<file path="src/spq_pkg.sv">
// ----------------------------------------------------------------------------
// spq_pkg
// Shared types and constants for the stable priority queue.
// ----------------------------------------------------------------------------
package spq_pkg;

   localparam int CAPACITY_DEF = 16;
   localparam int ID_W         = 16;
   localparam int PRIO_W       = 16;
   localparam int CMD_W        = 3;
   localparam int OCC_W        = 5;

   localparam logic [CMD_W-1:0] CMD_ENQUEUE = 3'd0;
   localparam logic [CMD_W-1:0] CMD_DEQUEUE = 3'd1;
   localparam logic [CMD_W-1:0] CMD_FRONT   = 3'd2;
   localparam logic [CMD_W-1:0] CMD_NUDGE   = 3'd3;
   localparam logic [CMD_W-1:0] CMD_CLEAR   = 3'd4;

   typedef enum logic [1:0] {
      STAT_OK        = 2'd0,
      STAT_EMPTY     = 2'd1,
      STAT_NOT_FOUND = 2'd2,
      STAT_FULL      = 2'd3
   } status_type;

   typedef enum logic [3:0] {
      ST_IDLE,
      ST_FIND,
      ST_SHIFT_L,
      ST_LOCATE,
      ST_SHIFT_R,
      ST_PUT,
      ST_SWAP_RD,
      ST_SWAP_LO,
      ST_SWAP_HI,
      ST_HEAD_RD,
      ST_REPLY
   } state_type;

   typedef struct packed {
      logic [CMD_W-1:0]         command;
      logic [ID_W-1:0]          item_id;
      logic signed [PRIO_W-1:0] item_priority;
   } req_type;

   typedef struct packed {
      status_type        status;
      logic [ID_W-1:0]   head_id;
      logic              head_valid;
      logic [OCC_W-1:0]  occupancy;
   } rsp_type;

   typedef struct packed {
      logic [ID_W-1:0]          id;
      logic signed [PRIO_W-1:0] prio;
   } entry_type;

   typedef struct packed {
      logic id_hit;
      logic prio_le;
   } cmp_type;

endpackage

</file>
<file path="src/spq_ram.sv">
// ----------------------------------------------------------------------------
// spq_ram
// Generic single-write, single-read RAM with registered read data.
// ----------------------------------------------------------------------------
module spq_ram #(
   parameter int WIDTH = 32,
   parameter int DEPTH = 16
) (
   input  logic                     clock,
   input  logic                     wr_en,
   input  logic [$clog2(DEPTH)-1:0] wr_addr,
   input  logic [WIDTH-1:0]         wr_data,
   input  logic [$clog2(DEPTH)-1:0] rd_addr,
   output logic [WIDTH-1:0]         rd_data
);

   logic [WIDTH-1:0] mem_ff [DEPTH];
   logic [WIDTH-1:0] rd_data_ff;

   always_ff @(posedge clock) begin
      if (wr_en) begin
         mem_ff[wr_addr] <= wr_data;
      end
      rd_data_ff <= mem_ff[rd_addr];
   end

   assign rd_data = rd_data_ff;

endmodule

</file>
<file path="src/spq_cmp.sv">
// ----------------------------------------------------------------------------
// spq_cmp
// Shared compare unit: id match and signed priority order against one entry.
// ----------------------------------------------------------------------------
module spq_cmp (
   input  logic [spq_pkg::ID_W-1:0]          key_id,
   input  logic signed [spq_pkg::PRIO_W-1:0] key_prio,
   input  spq_pkg::entry_type                entry,
   output spq_pkg::cmp_type                  result
);
   import spq_pkg::*;

   always_comb begin
      result.id_hit  = (entry.id == key_id);
      result.prio_le = (entry.prio <= key_prio);
   end

endmodule

</file>
<file path="src/stable_priority_queue_top.sv">
// ----------------------------------------------------------------------------
// stable_priority_queue_top
// Bounded priority queue kept as a sorted array in one RAM; equal priorities
// keep arrival order. A small sequencer walks the RAM one entry per cycle.
// ----------------------------------------------------------------------------
//  channel  | ports                          | handshake
//  ---------+--------------------------------+-------------------------------
//  request  | start, busy, req_item          | beat taken when start & !busy
//  response | rsp_strobe, rsp_item           | one-cycle strobe, no backpressure
//
//  Steps per command: front, clear and unused codes read the head; dequeue
//  shifts down; nudge searches and swaps; enqueue searches, shifts out a
//  present id, then searches and shifts to insert. The single RAM read port
//  walks one entry per cycle. busy is high from the accepted beat until the
//  response strobe. Reset empties the queue; the RAM itself is never cleared.
// ----------------------------------------------------------------------------
module stable_priority_queue_top #(
   parameter int CAPACITY = spq_pkg::CAPACITY_DEF
) (
   input  logic             clock,
   input  logic             reset,
   input  logic             start,
   output logic             busy,
   input  spq_pkg::req_type req_item,
   output logic             rsp_strobe,
   output spq_pkg::rsp_type rsp_item
);
   import spq_pkg::*;

   localparam int AW = $clog2(CAPACITY);
   localparam int IW = $clog2(CAPACITY + 1);
   localparam int EW = $bits(entry_type);

   state_type  state_ff, state_in;
   req_type    req_ff, req_in;
   status_type status_ff, status_in;
   rsp_type    rsp_ff, rsp_in;
   logic       rsp_strobe_ff, rsp_strobe_in;
   logic [IW-1:0] count_ff, count_in;
   logic [IW-1:0] scan_ff, scan_in;
   logic [IW-1:0] pos_ff, pos_in;
   logic       pend_ff, pend_in;
   entry_type  hold_ff, hold_in;

   logic          accept;
   logic          wr_en;
   logic [AW-1:0] wr_addr, rd_addr;
   entry_type     wr_data, rd_entry;
   logic [EW-1:0] rd_raw;
   cmp_type       cmp;

   logic [IW-1:0] scan_inc1, scan_dec1, scan_dec2, scan_add1, pos_dec1;
   logic          scan_lt_cnt, scan_gt_pos, hit_now, above_now, full, empty;

   spq_ram #(
      .WIDTH(EW),
      .DEPTH(CAPACITY)
   ) u_ram (
      .clock   (clock),
      .wr_en   (wr_en),
      .wr_addr (wr_addr),
      .wr_data (wr_data),
      .rd_addr (rd_addr),
      .rd_data (rd_raw)
   );

   assign rd_entry = entry_type'(rd_raw);

   spq_cmp u_cmp (
      .key_id   (req_ff.item_id),
      .key_prio (req_ff.item_priority),
      .entry    (rd_entry),
      .result   (cmp)
   );

   assign accept      = start && (state_ff == ST_IDLE);
   assign scan_inc1   = scan_ff + IW'(1);
   assign scan_add1   = scan_ff + IW'(1);
   assign scan_dec1   = scan_ff - IW'(1);
   assign scan_dec2   = scan_ff - IW'(2);
   assign pos_dec1    = pos_ff - IW'(1);
   assign scan_lt_cnt = (scan_ff < count_ff);
   assign scan_gt_pos = (scan_ff > pos_ff);
   assign hit_now     = pend_ff && cmp.id_hit;
   assign above_now   = pend_ff && !cmp.prio_le;
   assign full        = (count_ff >= IW'(CAPACITY));
   assign empty       = (count_ff == '0);

   // next state
   always_comb begin
      state_in = state_ff;
      case (state_ff)
         ST_IDLE: begin
            if (accept) begin
               if (req_item.command == CMD_ENQUEUE || req_item.command == CMD_NUDGE) begin
                  state_in = ST_FIND;
               end else if (req_item.command == CMD_DEQUEUE && !empty) begin
                  state_in = ST_SHIFT_L;
               end else begin
                  state_in = ST_HEAD_RD;
               end
            end
         end
         ST_FIND: begin
            if (hit_now) begin
               if (req_ff.command == CMD_ENQUEUE) begin
                  state_in = ST_SHIFT_L;
               end else if (scan_ff == IW'(1)) begin
                  state_in = ST_HEAD_RD;  // already at the front
               end else begin
                  state_in = ST_SWAP_RD;
               end
            end else if (!scan_lt_cnt) begin
               if (req_ff.command == CMD_ENQUEUE && !full) begin
                  state_in = ST_LOCATE;
               end else begin
                  state_in = ST_HEAD_RD;
               end
            end
         end
         ST_SHIFT_L: begin
            if (!scan_lt_cnt && !pend_ff) begin
               state_in = (req_ff.command == CMD_ENQUEUE) ? ST_LOCATE : ST_HEAD_RD;
            end
         end
         ST_LOCATE: begin
            if (above_now || !scan_lt_cnt) begin
               state_in = ST_SHIFT_R;
            end
         end
         ST_SHIFT_R: begin
            if (!scan_gt_pos && !pend_ff) begin
               state_in = ST_PUT;
            end
         end
         ST_PUT:     state_in = ST_HEAD_RD;
         ST_SWAP_RD: state_in = ST_SWAP_LO;
         ST_SWAP_LO: state_in = ST_SWAP_HI;
         ST_SWAP_HI: state_in = ST_HEAD_RD;
         ST_HEAD_RD: state_in = ST_REPLY;
         ST_REPLY:   state_in = ST_IDLE;
         default:    state_in = ST_IDLE;
      endcase
   end

   // datapath and outputs
   always_comb begin
      req_in        = req_ff;
      status_in     = status_ff;
      rsp_in        = rsp_ff;
      rsp_strobe_in = 1'b0;
      count_in      = count_ff;
      scan_in       = scan_ff;
      pos_in        = pos_ff;
      pend_in       = pend_ff;
      hold_in       = hold_ff;
      rd_addr       = scan_ff[AW-1:0];
      wr_en         = 1'b0;
      wr_addr       = pos_ff[AW-1:0];
      wr_data       = hold_ff;
      case (state_ff)
         ST_IDLE: begin
            if (accept) begin
               req_in    = req_item;
               status_in = STAT_OK;
               pos_in    = '0;
               pend_in   = 1'b0;
               scan_in   = (req_item.command == CMD_DEQUEUE) ? IW'(1) : '0;
               if ((req_item.command == CMD_DEQUEUE || req_item.command == CMD_FRONT)
                   && empty) begin
                  status_in = STAT_EMPTY;
               end
               if (req_item.command == CMD_CLEAR) begin
                  count_in = '0;
               end
            end
         end
         ST_FIND: begin
            if (hit_now) begin
               pos_in  = scan_dec1;
               pend_in = 1'b0;       // scan already points one past the hit
            end else if (scan_lt_cnt) begin
               scan_in = scan_inc1;
               pend_in = 1'b1;
            end else begin
               scan_in = '0;
               pend_in = 1'b0;
               if (req_ff.command == CMD_ENQUEUE) begin
                  if (full) begin
                     status_in = STAT_FULL;
                  end
               end else begin
                  status_in = STAT_NOT_FOUND;
               end
            end
         end
         ST_SHIFT_L: begin
            // rd data holds entry scan-1, it moves down to scan-2
            if (pend_ff) begin
               wr_en   = 1'b1;
               wr_addr = scan_dec2[AW-1:0];
               wr_data = rd_entry;
            end
            if (scan_lt_cnt) begin
               scan_in = scan_inc1;
               pend_in = 1'b1;
            end else begin
               pend_in = 1'b0;
               if (!pend_ff) begin
                  count_in = count_ff - IW'(1);
                  scan_in  = '0;
               end
            end
         end
         ST_LOCATE: begin
            if (above_now) begin
               pos_in  = scan_dec1;
               scan_in = count_ff;
               pend_in = 1'b0;
            end else if (scan_lt_cnt) begin
               scan_in = scan_inc1;
               pend_in = 1'b1;
            end else begin
               pos_in  = count_ff;
               scan_in = count_ff;
               pend_in = 1'b0;
            end
         end
         ST_SHIFT_R: begin
            // rd data holds entry scan, it moves up to scan+1
            rd_addr = scan_dec1[AW-1:0];
            if (pend_ff) begin
               wr_en   = 1'b1;
               wr_addr = scan_add1[AW-1:0];
               wr_data = rd_entry;
            end
            if (scan_gt_pos) begin
               scan_in = scan_dec1;
               pend_in = 1'b1;
            end else begin
               pend_in = 1'b0;
            end
         end
         ST_PUT: begin
            wr_en        = 1'b1;
            wr_addr      = pos_ff[AW-1:0];
            wr_data.id   = req_ff.item_id;
            wr_data.prio = req_ff.item_priority;
            count_in     = count_ff + IW'(1);
         end
         ST_SWAP_RD: begin
            rd_addr = pos_dec1[AW-1:0];
         end
         ST_SWAP_LO: begin
            wr_en        = 1'b1;
            wr_addr      = pos_dec1[AW-1:0];
            wr_data.id   = req_ff.item_id;
            wr_data.prio = rd_entry.prio;
            hold_in      = rd_entry;
         end
         ST_SWAP_HI: begin
            wr_en   = 1'b1;
            wr_addr = pos_ff[AW-1:0];
            wr_data = hold_ff;
         end
         ST_HEAD_RD: begin
            rd_addr = '0;
         end
         ST_REPLY: begin
            rsp_strobe_in     = 1'b1;
            rsp_in.status     = status_ff;
            rsp_in.head_id    = empty ? '0 : rd_entry.id;
            rsp_in.head_valid = !empty;
            rsp_in.occupancy  = OCC_W'(count_ff);
         end
         default: begin
         end
      endcase
   end

   always_ff @(posedge clock) begin
      if (reset) begin
         state_ff      <= ST_IDLE;
         count_ff      <= '0;
         rsp_strobe_ff <= 1'b0;
         pend_ff       <= 1'b0;
      end else begin
         state_ff      <= state_in;
         count_ff      <= count_in;
         rsp_strobe_ff <= rsp_strobe_in;
         pend_ff       <= pend_in;
      end
   end

   always_ff @(posedge clock) begin
      req_ff    <= req_in;
      status_ff <= status_in;
      rsp_ff    <= rsp_in;
      scan_ff   <= scan_in;
      pos_ff    <= pos_in;
      hold_ff   <= hold_in;
   end

   assign busy       = (state_ff != ST_IDLE);
   assign rsp_strobe = rsp_strobe_ff;
   assign rsp_item   = rsp_ff;

endmodule

</file>
<file path="config.mk">
export PLATFORM = sky130hd
export DESIGN_NAME = stable_priority_queue_top
export DESIGN_NICKNAME = d
export VERILOG_FILES = /design/src/spq_pkg.sv /design/src/spq_ram.sv /design/src/spq_cmp.sv /design/src/stable_priority_queue_top.sv
export SDC_FILE = /design/constraint.sdc
export NUM_CORES = 1
export LEC_CHECK = 0
export BUFFER_PORTS_ARGS = -buffer_cell sky130_fd_sc_hd__clkbuf_2
export CORE_UTILIZATION = 40
export CTS_BUF_LIST = sky130_fd_sc_hd__clkbuf_4 sky130_fd_sc_hd__clkbuf_8 sky130_fd_sc_hd__clkbuf_16
export CTS_CLUSTER_DIAMETER = 100
export DETAILED_ROUTE_END_ITERATION = 7
export GPL_TIMING_DRIVEN = 0
export HOLD_SLACK_MARGIN = 0.08
export PLACE_DENSITY = 0.61
export SYNTH_ARGS = -nofsm -noshare
export SYNTH_HDL_FRONTEND = slang
export SYNTH_SLANG_ARGS = --single-unit
</file>
<file path="constraint.sdc">
create_clock -name clock -period 4.9 [get_ports clock]
set_input_delay 0.98 -clock clock [delete_from_list [all_inputs] [get_ports clock]]
set_output_delay 0.98 -clock clock [all_outputs]
set_load 0.005 [all_outputs]
</file>
### After elaboration in Yosys (flattened, before gate mapping)

Memory sizes are Yosys's and may differ from the RTL's. A register that Yosys moved wholly into a read port is not among the register bits.
Index checks and enable logic that the tools add are counted.

* $lt $le $gt $ge: 4
* multiplexer cells: 57
* reduce and logical (&&, ||, !) cells: 36
* add/sub/neg operators: 6
* equality and inequality tests: 31

Operator list (count)
* 32-bit case mux with 3 select lines: 1
* 5-bit two-way mux: 16
* 4-bit two-way mux: 14
* 4-bit case mux with 9 select lines: 1
* 32-bit two-way mux: 1
* 5-bit case mux with 3 select lines: 2
* 5-bit case mux with 5 select lines: 1
* 4-bit case mux with 3 select lines: 2
* 2-bit != test, second input constant: 10
* 5-bit AND reduction: 4
* 16-bit equality test: 1
* 4-bit by 3-bit equality test with 1-bit output, second input constant: 4
* 16-bit <= comparator: 1
* 4-bit equality test, second input constant: 3
* 3-bit != test, second input constant: 4
* 1-bit two-way mux: 11
* 5-bit by 1-bit adder with 5-bit output, second input constant: 2
* 2-bit two-way mux: 5
* 5-bit by 1-bit subtractor with 5-bit output, second input constant: 2
* 4-bit by 2-bit equality test with 1-bit output, second input constant: 2
* 1-bit logical AND: 8
* 3-bit by 2-bit equality test with 1-bit output, second input constant: 2
* 1-bit logical NOT: 6
* 3-bit logical NOT: 2
* other kinds (24): 29

* register bits: 114
* RAM bits: 512
* output and inout port bits: 26
* input port bits: 38
* memories kept: 1
* logic and storage cells: 151

Memories
* u_ram.mem_ff: depth 16, bits a word 32, read ports 1, clocked after Yosys merged registers in 1, wr ports 1, line spq_ram.sv:17 `logic [WIDTH-1:0] mem_ff [DEPTH];`

### Depth between registers and ports, before layout

* depth after elaboration: 7
* gate-level depth with buffers: 14
* depth with buffers taken out: 12

### Hierarchy

A second synthesis with hierarchy kept.

* cell total of the unflattened synthesis: 1408
* area, all modules: 26153.8 sq um

Modules (own cells, without submodules)
* spq_ram: times used 1, cells an instance 838, seq. area each 16015.4 sq um, area each 19835.3 sq um
* stable_priority_queue_top: times used 1, cells an instance 494, seq. area each 3313.2 sq um, area each 5729.2 sq um
* spq_cmp: times used 1, cells an instance 76, seq. area each 0.0 sq um, area each 589.3 sq um

### Worst setup path before layout

OpenSTA, ideal clock, no wires.

* path type: reg-to-reg
* start: reg state_ff[3]
* end: mem u_ram.mem_ff[10][0], enable pin
* cell stages (with the launch flop): 11
* data arrival time: 3850 ps
* library setup time: 421 ps
* slack: 629 ps
* data required time: 4479 ps
* period minus slack after synthesis: 4271 ps
* buffers on the path: 2
* cells stage by stage: dfxtp_1 > buf_2 > nor2b_1 > nand3_1 > inv_1 > or2_1 > buf_2 > o21ai_0 > a221oi_1 > nand2_1 > nor2_1

* cells in the longest elaborated chain, start to end: 5
* elaborated cells between the ends (all ways): 11
* classes of those cells: eq/ne (5); mux (4); reduce/logical (2)

RTL lines
* start: declaration: line stable_priority_queue_top.sv:34 `state_type state_ff, state_in;`
* start signal: assignment: line stable_priority_queue_top.sv:288 `state_ff <= state_in;`
* 4-bit by 3-bit equality test with 1-bit output, or another cell as far along: line stable_priority_queue_top.sv:161 `case (state_ff)`
* 3-bit OR reduction (no line) / 2-bit OR reduction (equally long branches)
* 1-bit case mux with 2 select lines: line stable_priority_queue_top.sv:161
* 1-bit two-way mux: line spq_ram.sv:21 `if (wr_en) begin`
* 1-bit two-way mux (implied by the code): line spq_ram.sv:22 `mem_ff[wr_addr] <= wr_data;`
* end: declaration: line spq_ram.sv:17

Parallel ways exist; a longest one is shown, timed or not.

### Worst setup path after layout

* start: reg state_ff[3]
* end: mem u_ram.mem_ff[10][9], enable pin

Same word-level chain as after synthesis.

==> out/metrics.cfg <==
[run_status]
status=complete, no violations

[sta]
drv_slew=0
setup-tns-final_ps=0
fmax_mhz=235
finalWorstSetupSlack_ps=637
skew_ps=21.2
whs_ps=434
min_period_over_period_pct=87.0
rsz0062_at_grt=false
relSlewSlack_pct=2.88
tightest_slew_ps=1460
timing.final.hold_violations=0
finalSetupViolCount=0
fin_crit_ps=4260

[critical_path]
crit_fanout=36
r2r-start=state_ff[3]
rrSetupSlack_ps=640
timing.critical_path.required_ps=5200
crit_type=flip-flop to flip-flop
arrival_ps=4570
cp-end-kind=flip-flop
startpoint_type=flip-flop
reg2reg_depth=11
timing.rr.end=u_ram.mem_ff[10][9]

[logic_synthesis]
syn_area_sq_um=27200
syn_area_per_cell_sq_um=13.5
synth.top_cell.area_share_pct=67.8
synthFlopType=edfxtp_1
async_flop_share_pct=0
synthTopCellsByArea=edfxtp_1, a211oi_1, nand2_1
synth.most_common_cell=edfxtp_1
synth_largest_area_cell=edfxtp_1
synth_edf_count=615
yosysUniqueCellTypes=69
ys_seq_area_share_pct=71.0
yosys-top-cells-count=edfxtp_1, nand2_1, a211oi_1
synth_nets=2087
ys.warnings.count=0
postSynthCellCount=2013
synth-seq-cells=658

[clock_network]
clk_pin_slew_worst_paths_ps=60
htreeDepth=3
cts-root-buf=clkbuf_16
numCtsBuffers=67
cts_tree=yes
post_cts_resized=0
clock_latency_ps=620
holdBufCountCts=0
max-clock-path-buffers=3
cts_setup_buffers=0
cts_num_sinks=658

[min_path]
min_path_cells=0
hold_start=status_ff[1]
min_to=rsp_item[23]
hold_class=flip-flop to flip-flop

[layout]
drive_above_1_share_pct=12.0
fin_util_pct=46.7
fin_nets=2236
syn_to_final_growth_pct=15.3
num_antenna_cells=0
instances_no_fill=3085

[placed_design]
pre_cts_ws_ps=644
numPortBuffers=63
hpwl_um=52700
globalplace.congestion=0.921
place_inst=2966

[grt]
use_met3_pct=3.11
grt.busiest_layer=met2
grt_pass1_wl_um=112000
grt_pass1_vias=17600
track_usage_pct=21.7
antenna_found_initial=3
grt.overflow.total=0
grt_max_degree=37
grt_use_met2_pct=36.3
met1_usage_pct=28.4

[floorplan]
row_count=95
die_w_um=263
coreArea_sq_um=67300
io-pin-count=64
die_h_um=263
die_area_sq_um=69100
start_util_pct=40.5

[power_and_ir_drop]
p_leak_uw=0.0107
ir_worst_vdd_uv=298
pwr_density_cell_nw_per_um2=694

[route]
drc=0
drt_iter0_drc=1905
drtPass1Iterations=6
ant_nets=0
avgRoutedWirePerCell_um=24.6
finalWirelength_um=76000
vias_per_cell=5.82
vias=18000

[flow_run]
maxCapViolations=0

## report_power, final
part	internal, uW	leakage (uW)	switching (uW)	total [uW]
Combinational	2610	0.00366	6460	9070
Clock	3100	0.00113	2130	5240
Sequential	7080	0.00592	391	7470
## cell families after synthesis
group | count (synthesis) | share of synthesized area (%)
muxes | 4 | 0.156
buffers and inverters | 196 | 2.90
and+or+nand+nor | 594 | 10.4
DFF | 658 | 71.0
adders and majority gates | 36 | 1.68
AOI/OAI and AO/OA | 499 | 13.1
xor gates and xnor gates | 26 | 0.836
## per-stage QoR
step	area, sq um	total power, uW
5_1_grt	31400	22700
6_report	31400	21800
2_1_floorplan	27200	12900
3_3_place_gp	28600	16200
3_5_place_dp	29100	16500
4_1_cts	31400	21700
## worst max-delay path by stage
stage                      from              endpoint  slack [ps]
CTS                 state_ff[3]  u_ram.mem_ff[10][10]         610
finish              state_ff[3]   u_ram.mem_ff[10][9]         640
global route        state_ff[3]   u_ram.mem_ff[10][9]         340
detailed placement  state_ff[3]  u_ram.mem_ff[10][31]         640
global placement    state_ff[3]   u_ram.mem_ff[8][31]       -1730
floorplan           state_ff[3]   u_ram.mem_ff[10][0]         630
## cells in the final DEF, fill, tap and decap left out, types with 5 or more instances in the layout
cell type  netlist  final
buf_12           0     12
xnor2_1          8      8
buf_1           13     13
nor2_4           0     16
nor3_1          21     21
nor2_1          42     26
clkbuf_16        0     70
nand2_1        315    315
xor2_1          18     18
clkbuf_1        85     85
a211oi_1       166    166
edfxtp_1       615    615
nand3_1         17     17
a221o_1          7      7
clkbuf_2         0     63
a31oi_1         67     67
nor4_1           8      8
clkinv_2         0      7
o21ai_0         22     22
a311oi_1        64     64
clkbuf_4         0     15
bufinv_16        0      6
inv_1           53     52
nor2b_1          9      9
clkbuf_8         0      5
o31ai_1          8      8
buf_16           0      5
a22oi_1         19     19
and3_1         132    131
dfxtp_1         43     43
nand2b_1         6      6
a222oi_1        16     16
and2_1          19     19
a21oi_1         93     93
clkinv_1         2     11
buf_2           41     41
ha_1            35     35
## critical path: stages, from the launching register on
cell and delay (ps):
dfxtp_1 340, buf_2 200, nor2b_1 280, nand3_1 260, inv_2 690, or2_1 190
buf_2 230, o21ai_0 160, a221oi_1 360, nand2_1 320, nor2_4 650, buf_16 240
## routing by layer
layer	vias up	share of wire (%)
li1	8115	-
met1	8921	41
met2	780	49
met3	141	7.0
met4	2	3.2
met5	-	0.017
## sequential cells by signal, summed over array words and instances, names as in the netlist
signal and cells:
u_ram.mem_ff 512, req_ff 35, hold_ff 32, u_ram.rd_data 32, rsp_item 24, count_ff 5
pos_ff 5, scan_ff 5, state_ff 4, status_ff 2, pend_ff 1, rsp_strobe 1
## cell type report
type / instances / area, sq um
Fill cell: 5815 / 35900
Sequential cell: 658 / 19300
Multi-Input combinational cell: 1159 / 7230
Clock buffer: 90 / 1930
Tap cell: 873 / 1090
Timing Repair Buffer: 80 / 693
Buffer: 140 / 581
Clock inverter: 29 / 328
Inverter: 56 / 210
No activity file was read; power rests on OpenSTA's default activity.
